<file path="src/hdl/wbss_pkg.sv">
`timescale 1ns / 1ps

package wbss_pkg;

    // sizing
    localparam int MAX_PATTERN = 16;
    localparam int OFFSET_BITS = 32;
    localparam int REG_BYTES   = 16;
    localparam int WIN_DEPTH   = MAX_PATTERN;
    localparam int EFF_MAX     = (REG_BYTES < WIN_DEPTH) ? REG_BYTES : WIN_DEPTH;
    localparam int WIN_IDX_W   = (WIN_DEPTH > 1) ? $clog2(WIN_DEPTH) : 1;

    // field widths
    localparam int BYTE_W     = 8;
    localparam int WORD_W     = 64;
    localparam int CARE_W     = 16;
    localparam int LEN_W      = 5;
    localparam int OUT_OFFS_W = 32;
    localparam int PADDR_W    = 5;

    // register map, one 64-bit register every 8 bytes
    typedef enum logic [1:0] {
        REG_PAT_LO = 2'd0,
        REG_PAT_HI = 2'd1,
        REG_CARE   = 2'd2,
        REG_LEN    = 2'd3
    } t_reg_idx;

    // pattern setup seen by the compare logic
    typedef struct packed {
        logic [WORD_W-1:0] pat_lo;
        logic [WORD_W-1:0] pat_hi;
        logic [CARE_W-1:0] care;
        logic [LEN_W-1:0]  len;
    } t_cfg;

    // outcome of the request sitting in the input register
    typedef struct packed {
        logic                  produce;
        logic                  found;
        logic [OUT_OFFS_W-1:0] offset;
    } t_match;

endpackage

</file>
<file path="src/hdl/wbss_window_match.sv">
`timescale 1ns / 1ps

module wbss_window_match import wbss_pkg::*; (
    input  logic              i_clk,
    input  logic              i_rst_n,
    input  t_cfg              i_cfg,
    input  logic              i_advance,
    input  logic [BYTE_W-1:0] i_data_byte,
    input  logic              i_read_ok,
    input  logic              i_last_byte,
    output t_match            o_match
);

    logic [BYTE_W-1:0]      r_byte_win [WIN_DEPTH];
    logic [WIN_DEPTH-1:0]   r_ok_win;
    logic [OFFSET_BITS-1:0] r_count;
    logic                   r_done;

    logic [BYTE_W-1:0]      n_byte_win [WIN_DEPTH];
    logic [WIN_DEPTH-1:0]   n_ok_win;
    logic [OFFSET_BITS-1:0] n_count;
    logic [LEN_W-1:0]       w_len;
    logic [LEN_W-1:0]       w_len_m1;
    logic                   w_cmp_ok;
    logic                   w_full;
    logic                   w_hit;
    logic [OFFSET_BITS-1:0] w_offs;
    logic [2*WORD_W-1:0]    w_pat;

    // effective pattern length, zero counts as one, clamped to the window
    always_comb begin
        if (i_cfg.len == '0) begin
            w_len = LEN_W'(1);
        end else if (i_cfg.len > LEN_W'(EFF_MAX)) begin
            w_len = LEN_W'(EFF_MAX);
        end else begin
            w_len = i_cfg.len;
        end
    end

    assign w_len_m1 = w_len - LEN_W'(1);
    assign w_pat    = {i_cfg.pat_hi, i_cfg.pat_lo};

    // window after shifting in the current byte, entry 0 newest
    always_comb begin
        n_byte_win[0] = i_data_byte;
        n_ok_win[0]   = i_read_ok;
        for (int k = 1; k < WIN_DEPTH; k++) begin
            n_byte_win[k] = r_byte_win[k-1];
            n_ok_win[k]   = r_ok_win[k-1];
        end
    end

    // masked compare, pattern byte i against the byte of age len-1-i
    always_comb begin
        logic [LEN_W-1:0] age;
        w_cmp_ok = 1'b1;
        for (int i = 0; i < EFF_MAX; i++) begin
            age = w_len_m1 - LEN_W'(i);
            if (LEN_W'(i) < w_len) begin
                if (!n_ok_win[age[WIN_IDX_W-1:0]]) begin
                    w_cmp_ok = 1'b0;
                end
                if (i_cfg.care[i] &&
                    (n_byte_win[age[WIN_IDX_W-1:0]] != w_pat[i*BYTE_W +: BYTE_W])) begin
                    w_cmp_ok = 1'b0;
                end
            end
        end
    end

    assign w_full = (r_count >= OFFSET_BITS'(w_len_m1));
    assign w_hit  = w_full & w_cmp_ok;
    assign w_offs = r_count - OFFSET_BITS'(w_len_m1);

    // saturating byte count
    assign n_count = (r_count == '1) ? r_count : r_count + OFFSET_BITS'(1);

    // result of the request at the input register
    assign o_match.produce = ~r_done & (w_hit | i_last_byte);
    assign o_match.found   = w_hit;
    assign o_match.offset  = w_hit ? w_offs[OUT_OFFS_W-1:0] : '0;

    // window contents, only entries written in this region are ever compared
    always_ff @(posedge i_clk) begin
        if (i_advance && !r_done) begin
            r_byte_win <= n_byte_win;
        end
    end

    // region control
    always_ff @(posedge i_clk) begin
        if (!i_rst_n) begin
            r_ok_win <= '0;
            r_count  <= '0;
            r_done   <= 1'b0;
        end else if (i_advance) begin
            if (i_last_byte) begin
                r_ok_win <= '0;
                r_count  <= '0;
                r_done   <= 1'b0;
            end else if (!r_done) begin
                r_ok_win <= n_ok_win;
                r_count  <= n_count;
                r_done   <= w_hit;
            end
        end
    end

endmodule

</file>
<file path="config.mk">
export PLATFORM = sky130hd
export DESIGN_NAME = wbss_window_match
export DESIGN_NICKNAME = d
export VERILOG_FILES = /design/src/hdl/wbss_pkg.sv /design/src/hdl/wbss_window_match.sv
export SDC_FILE = /design/constraint.sdc
export NUM_CORES = 1
export LEC_CHECK = 0
export BUFFER_PORTS_ARGS = -buffer_cell sky130_fd_sc_hd__buf_2
export CORE_ASPECT_RATIO = 0.5
export CORE_MARGIN = 1
export CORE_UTILIZATION = 27
export DETAILED_ROUTE_END_ITERATION = 12
export PLACE_DENSITY = 0.51
export SLEW_MARGIN = 20
export SYNTH_ARGS = -nofsm -noshare
export SYNTH_HDL_FRONTEND = slang
export SYNTH_SLANG_ARGS = --single-unit
</file>
<file path="constraint.sdc">
create_clock -name i_clk -period 14 [get_ports i_clk]
set_input_delay 4.2 -clock i_clk [delete_from_list [all_inputs] [get_ports i_clk]]
set_output_delay 4.2 -clock i_clk [all_outputs]
set_load 0.05 [all_outputs]
</file>
==> results.yml <==
clock_network:
  post-cts-setup-buffer-count: 0
  cts-root-buf: "clkbuf_16"
  clk_path_buf_depth: 2
  htree_num_levels: 4
  clock-sinks: 168
  cts_tree: "built"
  hold_buffers: 0
  ctsResizeCount: 0
  cts_made_buffers: 17
  cts.clk_slew.worst_paths_ps: 80
  insertion_delay_ps: 450
global_route:
  grt_pass1_vias: 12300
  antenna_found_initial: 0
  grt_usage: 0.186
  grt_start_max_net_pins: 69
  grt_pass1_wl_um: 80300
  grt_overflow: 0
layout:
  final_area_um2: 18300
  antennaDiodeCount: 0
  finish.utilization: 0.327
  final_cell_mix: "buf_2, mux4_2, edfxtp_1"
  mostFrequentLayoutCell: "buf_2"
  fin_cells: 2354
  area_growth_pct: 18.7
  fill_cells: 5736
  final_nets: 1763
  layout-drive-gt1-share: 0.350
placed_design:
  io_buffers: 195
  placed_area_um2: 17600
  finalWeightedCongestion: 0.930
  dp_hpwl_um: 43200
  placed_cells: 2322
outcome:
  status: "finished, final reports clean"
detailed_routing:
  detail-route-antenna-nets: 0
  routedWlPerCell_um: 23.2
  wl_um: 54500
  drc_errors: 0
  firstDrtPassIters: 5
  vias: 13100
  viasPerCell: 5.55
  drt_iter0_drc: 1379
sta:
  period_minus_slack_ps: 13590
  drv_slew: 0
  hold_violations: 0
  final-setup-viol-count: 0
  clock_skew_ps: 16.7
  tns_ps: 0
  fin_crit_sh: 0.971
  rsz0062_at_grt: "no"
  max_freq_mhz: 73.6
  slew_headroom: 0.342
  worstMarginPinSlew_ps: 979
logic_synthesis:
  netlist_instances: 1412
  synth_edf_count: 120
  yosysWarnings: 0
  synth_top_area_share: 0.234
  syn-cell-area_um2: 15400
  yosysUniqueCellTypes: 73
  avgSynthCellArea_um2: 10.9
  synthArstFlopShare: 0
  ys_ff_latch: 168
  synthesis.nets: 1590
  synth_flop_cell: "edfxtp_1"
  ys_seq_area_frac: 0.297
  yosys.area.top_type: "edfxtp_1"
  ys_top_cells_by_area: "edfxtp_1, mux4_2, dfxtp_1"
hold_path:
  hold_class: "flop to flop"
floorplanning:
  core_area_um2: 55900
  rows: 61
  die_y_um: 171
  die_w_um: 340
  initial_core_util: 0.275
  dieArea_um2: 58000
  io_pins: 196
setup_path:
  worstPathMaxFanout: 32
  critical_path.endpoint_type: "output pin"
  critPathKind: "input pin to output pin"
  arrival_ps: 9390
  crit_path_start_kind: "input pin"
  required_ps: 9800
power:
  vdd_drop_max_v: 0.0000761
  power_mw: 1.78
  power.leakage_nw: 6.63
  p_per_area_nw_per_um2: 97.4
job:
  maxCapViolCount: 0
synthesized netlist by cell type, drive strengths merged, types with 4 or more instances:
library cell / number
nor3: 43
a21oi: 31
a31oi: 8
clkbuf: 77
a221oi: 10
nand2b: 8
nor2: 100
nor2b: 20
o211ai: 13
xor2: 91
buf: 34
edfxtp: 120
o21ai: 70
nand2: 61
xnor2: 93
o22ai: 20
nor4: 32
ha: 15
mux4: 156
or3: 11
mux2i: 65
and3: 4
and4: 4
mux2: 49
a22oi: 41
dfxtp: 48
nand4: 21
inv: 23
nand3: 83
a22o: 10
stage by stage:
step                      worst slack (ps)  hold slack, ps
after CTS                              253             490
after detailed placement               262             482
after global routing                   175             512
after global placement                 292             471
after floorplan                       -309             456
final                                  406             490
flip-flops by register name, summed over array words and instances (netlist names):
register    count
r_count        32
n_byte_win    120
r_ok_win       15
r_done          1
logic make-up (layout without fill, tap and decap cells):
| group | Yosys count | count (layout) | synth area share |
|---|---|---|---|
| XOR/XNOR | 184 | 184 | 0.107 |
| AO/OA/AOI/OAI | 238 | 238 | 0.102 |
| buffers and inverters | 134 | 320 | 0.0393 |
| adder cells (fa/ha/maj) | 18 | 18 | 0.0148 |
| flip-flops | 168 | 168 | 0.297 |
| multiplexers | 270 | 270 | 0.307 |
| AND/OR/NAND/NOR | 400 | 400 | 0.133 |
final timing paths:
check	slack, ps	endpoint	cells after the start	startpoint
setup / recovery	410	o_match[5]	18	i_cfg[4]
hold / removal	490	n_byte_win[69]	0	n_byte_win[77]
setup reg to reg	10210	r_done	15	r_count[0]
hold reg to reg	490	n_byte_win[69]	0	n_byte_win[77]
worst max-delay path, stage by stage:
cell and delay, ps:
buf_2 170, or4_4 560, nand2_2 110, ha_2 180, buf_4 210, buf_4 470
mux4_2 510, mux2i_1 250, mux2i_1 140, xor2_1 160, nor4_1 590, a31oi_1 240
nor4_1 380, nand4_1 230, or2_4 320, buf_4 230, nor2_4 120, buf_2 260
final cells by class:
type	count	area, um2	share of cell area
multi-input cells	1110	10400	0.571
flip-flops and latches	168	4560	0.250
repair buffers	265	1630	0.0891
well taps	756	946	0.0518
clock buffers	17	425	0.0233
clock inverters	15	186	0.0102
inverters	23	88.8	0.00487
layer usage:
metal  GRT usage  part of all wire  vias up
li1            -                 -     5881
met5           0                 0        -
met1       0.242              0.42     6636
met4      0.0719             0.038        0
met2       0.314              0.49      475
met3      0.0267             0.056       82
report_power, final:
part	total, mW	internal, mW	leakage (nW)	switching, mW
logic	0.708	0.331	4.77	0.377
registers	0.576	0.556	1.56	0.0201
clock network	0.494	0.244	0.297	0.250
No activity file was read; power rests on OpenSTA's default activity.
