$ cat config.mk
export PLATFORM = sky130hd
export DESIGN_NAME = wbss_cfg_regs
export DESIGN_NICKNAME = d
export VERILOG_FILES = /design/src/hdl/wbss_pkg.sv /design/src/hdl/wbss_cfg_regs.sv
export SDC_FILE = /design/constraint.sdc
export NUM_CORES = 1
export LEC_CHECK = 0
export BUFFER_PORTS_ARGS = -buffer_cell sky130_fd_sc_hd__clkbuf_2
export CORE_MARGIN = 3
export CORE_UTILIZATION = 30
export CTS_CLUSTER_DIAMETER = 120
export CTS_CLUSTER_SIZE = 40
export DETAILED_ROUTE_END_ITERATION = 8
export MAX_ROUTING_LAYER = met4
export PLACE_DENSITY = 0.52
export SYNTH_ARGS = -nofsm -noshare
export SYNTH_HDL_FRONTEND = slang
export SYNTH_SLANG_ARGS = --single-unit
$ cat constraint.sdc
create_clock -name i_clk -period 2.9 [get_ports i_clk]
set_clock_uncertainty 0.05 [all_clocks]
set_input_delay 0.58 -clock i_clk [delete_from_list [all_inputs] [get_ports i_clk]]
set_output_delay 0.58 -clock i_clk [all_outputs]
set_load 0.02 [all_outputs]
$ cat src/hdl/wbss_pkg.sv
`timescale 1ns / 1ps

package wbss_pkg;

    // sizing
    localparam int MAX_PATTERN = 16;
    localparam int OFFSET_BITS = 32;
    localparam int REG_BYTES   = 16;
    localparam int WIN_DEPTH   = MAX_PATTERN;
    localparam int EFF_MAX     = (REG_BYTES < WIN_DEPTH) ? REG_BYTES : WIN_DEPTH;
    localparam int WIN_IDX_W   = (WIN_DEPTH > 1) ? $clog2(WIN_DEPTH) : 1;

    // field widths
    localparam int BYTE_W     = 8;
    localparam int WORD_W     = 64;
    localparam int CARE_W     = 16;
    localparam int LEN_W      = 5;
    localparam int OUT_OFFS_W = 32;
    localparam int PADDR_W    = 5;

    // register map, one 64-bit register every 8 bytes
    typedef enum logic [1:0] {
        REG_PAT_LO = 2'd0,
        REG_PAT_HI = 2'd1,
        REG_CARE   = 2'd2,
        REG_LEN    = 2'd3
    } t_reg_idx;

    // pattern setup seen by the compare logic
    typedef struct packed {
        logic [WORD_W-1:0] pat_lo;
        logic [WORD_W-1:0] pat_hi;
        logic [CARE_W-1:0] care;
        logic [LEN_W-1:0]  len;
    } t_cfg;

    // outcome of the request sitting in the input register
    typedef struct packed {
        logic                  produce;
        logic                  found;
        logic [OUT_OFFS_W-1:0] offset;
    } t_match;

endpackage

$ cat src/hdl/wbss_cfg_regs.sv
`timescale 1ns / 1ps

module wbss_cfg_regs import wbss_pkg::*; (
    input  logic               i_clk,
    input  logic               i_rst_n,
    input  logic               psel,
    input  logic               penable,
    input  logic               pwrite,
    input  logic [PADDR_W-1:0] paddr,
    input  logic [WORD_W-1:0]  pwdata,
    output logic [WORD_W-1:0]  prdata,
    output logic               pready,
    output t_cfg               o_cfg
);

    logic [WORD_W-1:0] r_pat_lo;
    logic [WORD_W-1:0] r_pat_hi;
    logic [CARE_W-1:0] r_care;
    logic [LEN_W-1:0]  r_len;
    t_reg_idx          w_idx;
    logic              w_wr;

    assign w_idx  = t_reg_idx'(paddr[PADDR_W-1:3]);
    assign w_wr   = psel & penable & pwrite;
    assign pready = 1'b1;

    // register writes in the access phase
    always_ff @(posedge i_clk) begin
        if (!i_rst_n) begin
            r_pat_lo <= '0;
            r_pat_hi <= '0;
            r_care   <= '0;
            r_len    <= LEN_W'(1);
        end else if (w_wr) begin
            unique case (w_idx)
                REG_PAT_LO: r_pat_lo <= pwdata;
                REG_PAT_HI: r_pat_hi <= pwdata;
                REG_CARE:   r_care   <= pwdata[CARE_W-1:0];
                REG_LEN:    r_len    <= pwdata[LEN_W-1:0];
                default:    r_len    <= r_len;
            endcase
        end
    end

    // read back
    always_comb begin
        unique case (w_idx)
            REG_PAT_LO: prdata = r_pat_lo;
            REG_PAT_HI: prdata = r_pat_hi;
            REG_CARE:   prdata = WORD_W'(r_care);
            REG_LEN:    prdata = WORD_W'(r_len);
            default:    prdata = '0;
        endcase
    end

    assign o_cfg = '{pat_lo: r_pat_lo, pat_hi: r_pat_hi, care: r_care, len: r_len};

endmodule

==> results.cfg, run 1 <==
[sta]
hold_viol = 0
setup_tns_ns = 0
fin_crit_sh_pct = 89.5
timing.fmax_mhz = 385
slew_headroom_pct = 36.6
finalCriticalPeriod_ns = 2.60
setup_viol = 0
worstMarginPinSlew_ns = 0.949
drv_slew = 0
rsz0062_at_grt = false

[final_layout]
layout_commonest_cell = clkbuf_2
nNetsFinal = 1045
drive_above_1_share_pct = 34.2
n_fill_cell = 2175
syn_to_final_growth_pct = 32.6
n_antenna_cell = 0
fin_area_sq_um = 8850
layout_common_cells = clkbuf_2, nand2_1, mux2i_1

[place]
placed_area_sq_um = 8290
place.gp.congestion = 0.763
dp_hpwl_um = 13700
port_buffers = 283

[pwr]
clockPowerShare_pct = 46.2
switchingPower_mw = 1.17
peakVddDrop_uv = 323
pwr-share-seq_pct = 45.9
p_int_mw = 3.40
power.leakage_nw = 4.38
switching_share_pct = 25.6
combPwrFrac_pct = 7.9
power_density_nw_per_um2 = 517

[critical_path]
crit_path_cell_trace = buf_4, nor2b_1, nand2_1, o21ai_0, clkbuf_2
crit_arrival_ns = 1.97
end_kind = primary output
required_ns = 2.27
worst-path-buf-inv = 2
startpoint_type = input pin
r2r_setup_slack_ns = 2.16
max_stage_delay_ns = 0.74
cp_max_fo = 11
cp_top_family = simple AND/OR/NAND/NOR gates
slowest_stage = nor2b_1
worst-setup-path-type = input pin to primary output

[drt]
vias_per_cell = 4.53
drt_wl_total_um = 19400
wl_per_cell_um = 15.4
drc = 0
vias = 5708
drtAntennaViolNets = 0
drt_iter0_drc = 167
drt_first_pass_iters = 4

[grt]
grt_use_met1_pct = 19.9
use_met2_pct = 26.9
first_global_vias = 5648
grt-busiest-layer = met2
grt_overflow = 0
grt_max_degree = 78
grt.total_usage_pct = 16.4
grt_pass1_wl_um = 30900
antenna_found_initial = 0
grt_util_met3_pct = 4.37

[logic_synthesis]
ys.warnings.count = 0
ys_types = 20
seq_area_frac_synth_pct = 44.7
netlist_instances = 711
syn_area_sq_um = 6670
syn_nets = 785
ys_ff_latch = 149
avgSynthCellArea_sq_um = 9.38

[clock_network]
cts_tree = done
cts-root-buf = clkbuf_16
cts_resized = 0
post_cts_buffers = 0
numCtsBuffers = 17
cts.sinks = 149
clock_path_buffers = 2
clkLatencyLatePin_ns = 0.41
htree_levels = 4
clkSlewWorstSetupHoldPaths_ns = 0.07
cts_hold_buf = 0

[status]
status = completed

[floorplan]
io_pins = 288
start_util_pct = 31.1
fp.dieH_um = 155
fp-row-count = 53
core-area_sq_um = 21400
die_area_sq_um = 24100
chipWidth_um = 155

[flow_run]
cap_violations = 0

[min_path]
hp-class = input pin to register
worst paths after layout:
kind | startpoint | end | cells past startpoint
setup / recovery | paddr[3] | prdata[15] | 5
hold / removal | pwdata[26] | r_pat_hi[26]$_SDFFE_PN0P_ | 3
setup reg to reg | r_len[0]$_SDFFE_PN1P_ | r_len[0]$_SDFFE_PN1P_ | 2
hold reg to reg | r_len[3]$_SDFFE_PN0P_ | r_len[3]$_SDFFE_PN0P_ | 2
Yosys cell counts:
master	count	area, sq um
buf_12	6	120
nor3b_1	1	7.51
or3b_1	1	8.76
o21ai_0	12	60.1
buf_6	1	11.3
o311ai_0	1	8.76
mux4_2	5	113
nor2b_1	1	6.26
nor2_1	49	184
buf_1	6	22.5
nand3_2	1	10.0
buf_2	13	65.1
inv_1	1	3.75
dfxtp_1	149	2980
conb_1	1	3.75
nand2_1	224	841
nor3_1	1	5.00
buf_4	8	60.1
clkbuf_1	23	86.3
mux2i_1	207	2070
tightest hold or removal path, delay by kind of cell:
| family | cells | cell delay, ns |
|---|---|---|
| buffers and inverters | 1 | 0.08 |
| AND/OR/NAND/NOR | 1 | 0.06 |
| multiplexers | 1 | 0.06 |
per-stage QoR:
stage	power (mW)	utilization (%)	hold WS, ns	worst slack [ns]	std cells
2_1_floorplan	2.37	-	0.492	0.543	711
3_3_place_gp	2.51	38.7	0.409	0.385	1227
3_5_place_dp	2.51	38.7	0.412	0.309	1227
4_1_cts	4.64	41.3	0.338	0.307	1259
5_1_grt	4.77	41.3	0.354	0.195	1259
6_report	4.57	41.3	0.359	0.305	1259
layout make-up:
class                   count  area, sq um  share of cell area, %
flip-flops and latches    149         2980                   33.7
inverters                   1         3.75                 0.0424
multi-input cells         504         3330                   37.7
repair buffers            298         1630                   18.4
well taps                 275          344                   3.89
clock inverters            13          125                   1.41
clock buffers              19          433                   4.89
state kept, by name, summed over array words and instances, names as in the netlist:
register	count
r_len	5
r_care	16
r_pat_lo	64
r_pat_hi	64
power by group through the flow:
stage	combinational [mW]	sequential [mW]	clock, mW
2_1_floorplan	0.204	2.17	0
3_3_place_gp	0.366	2.14	0
3_5_place_dp	0.368	2.14	0
4_1_cts	0.369	2.10	2.18
5_1_grt	0.398	2.10	2.27
6_report	0.363	2.10	2.11
layer usage:
layer	part of all wire (%)	routed length (um)
met5	0	0
met4	1.5	295
met3	6.6	1280
met2	48	9380
met1	44	8490
cell families (layout without fill, tap and decap cells):
family,count (synthesis),after routing,synth area share [%]
simple gates,278,278,15.9
buf+inv,58,331,5.53
compound gates,13,13,1.03
mux,212,212,32.7
flops,149,149,44.7
other cells,1,1,0.0562
(Power assumes the default switching activity.)
==> run 2: changes to the inputs <==
- CORE_UTILIZATION: 30 -> 52
- PLACE_DENSITY: 0.52 -> 0.83
- clock period: 2.9 -> 3.3 ns (I/O delays scaled with it)
==> run 2 against run 1 <==
  * Clock power shrank 6%
  * Via count grew 2.2%
  * Final area shrank 1.8%
  * Count of clock-buffer cells in the layout is the same
  * Core utilization grew 30 points
  * Sequential share of layout area grew 0.63 points
  * First-iteration DRC count grew 150%
  * Power shrank 9.5%
  * Die area shrank 41%
==> results.cfg, run 2 (synthesized netlist as in run 1, its figures left out) <==
[drt]
drt_wl_total_um = 17500
drc = 0
vias_per_cell = 5.09
drt_first_pass_iters = 4
vias = 5834
drtAntennaViolNets = 0
wl_per_cell_um = 15.3
drt_iter0_drc = 413

[critical_path]
worst-setup-path-type = input pin to primary output
cp_max_fo = 27
cp_num_cells = 5
startpoint_type = input pin
end_kind = primary output
max_stage_delay_ns = 0.75
cp_top_family = simple AND/OR/NAND/NOR gates
crit_path_cell_trace = buf_4, nor2b_1, nand2_1, o21ai_0, clkbuf_2
slowest_stage = nor2b_1
reg2reg_depth = 2
worst-path-buf-inv = 2
required_ns = 2.59
crit_arrival_ns = 2.14

[grt]
antenna_found_initial = 0
grt.total_usage_pct = 24.7
grt_max_degree = 88
grt_pass1_wl_um = 27900
first_global_vias = 5525
grt_overflow = 0

[place]
port_buffers = 283
numPlacedInstances = 1114
place.gp.congestion = 0.768
dp_hpwl_um = 12300
placed_area_sq_um = 8070

[min_path]
hp-class = register to register
whs_path_depth = 2

[clock_network]
clock_path_buffers = 2
htree_levels = 4
clkLatencyLatePin_ns = 0.41
post_cts_buffers = 0
cts_resized = 0
clkSlewWorstSetupHoldPaths_ns = 0.06
cts_hold_buf = 0
cts.sinks = 149
cts-root-buf = clkbuf_16
numCtsBuffers = 17
cts_tree = done

[floorplan]
core-area_sq_um = 12300
chipWidth_um = 119
io_pins = 288
die_area_sq_um = 14200
fp.dieH_um = 119
start_util_pct = 54.4
fp-row-count = 40

[sta]
setup_tns_ns = 0
fin_crit_sh_pct = 86.4
timing.fmax_mhz = 351
rsz0062_at_grt = false
finalCriticalPeriod_ns = 2.85
slew_headroom_pct = 40.6
hold_viol = 0
drv_slew = 0
setup_viol = 0
worstMarginPinSlew_ns = 0.890

[pwr]
pwr-share-seq_pct = 44.6
peakVddDrop_uv = 285
power.leakage_nw = 4.37
p_int_mw = 3.16
combPwrFrac_pct = 7.5
clockPowerShare_pct = 48.0
power_density_nw_per_um2 = 476
switchingPower_mw = 0.977
switching_share_pct = 23.6

[flow_run]
cap_violations = 0

[status]
status = completed

[final_layout]
final_cells = 1146
layout_commonest_cell = clkbuf_2
n_antenna_cell = 0
fin_area_sq_um = 8680
drive_above_1_share_pct = 33.9
layout_common_cells = clkbuf_2, nand2_1, mux2i_1
syn_to_final_growth_pct = 30.2
n_fill_cell = 965
nNetsFinal = 1039
reg_top3 = r_pat_hi (64), r_pat_lo (64), r_care (16)
-- run 2: final cells by class --
type                       count  area (sq um)  area share [%]
inverter                       1          3.75          0.0432
timing repair buffer         292          1540            17.8
clock inverter                13           170            1.96
clock buffer                  19           443            5.10
tap                          168           210            2.42
sequential                   149          2980            34.3
multi-input combinational    504          3330            38.4
-- run 2: power by group through the flow --
stage	registers (mW)	logic [mW]	clock network, mW
final	1.84	0.309	1.98
after global routing	1.84	0.337	2.08
after CTS	1.84	0.312	2.00
after detailed placement	1.88	0.310	0
after global placement	1.88	0.306	0
after floorplan	1.91	0.179	0
-- run 2: worst min-delay path: cells and delay by family (launching register included) --
kind | cells | cell delay [ns]
muxes | 1 | 0.05
DFF | 1 | 0.31
and+or+nand+nor | 1 | 0.06
-- run 2: layer usage --
layer / share of wire [%] / global-route usage, % / routed length, um / vias up
li1: - / - / - / 2867
met2: 51 / 41.8 / 8850 / 189
met3: 5.1 / 4.23 / 900 / 23
met1: 43 / 30.1 / 7440 / 2755
met5: 0 / - / 0 / -
met4: 1.7 / 7.75 / 290 / 0
-- run 2: final timing paths --
path                            start                        to  slack (ns)
min            r_care[3]$_SDFFE_PN0P_    r_care[3]$_SDFFE_PN0P_        0.42
min reg2reg    r_care[3]$_SDFFE_PN0P_    r_care[3]$_SDFFE_PN0P_        0.42
max reg2reg  r_pat_hi[4]$_SDFFE_PN0P_  r_pat_hi[4]$_SDFFE_PN0P_        2.56
max                          paddr[3]                prdata[12]        0.45
-- run 2: metrics by stage --
stage | hold slack (ns) | total power [mW] | setup slack [ns] | utilization (%)
after global placement | 0.407 | 2.19 | 0.517 | 65.8
after global routing | 0.442 | 4.27 | 0.309 | 70.8
after detailed placement | 0.414 | 2.19 | 0.483 | 65.8
after floorplan | 0.492 | 2.09 | 0.783 | -
final | 0.422 | 4.14 | 0.447 | 70.8
after CTS | 0.425 | 4.16 | 0.485 | 70.8
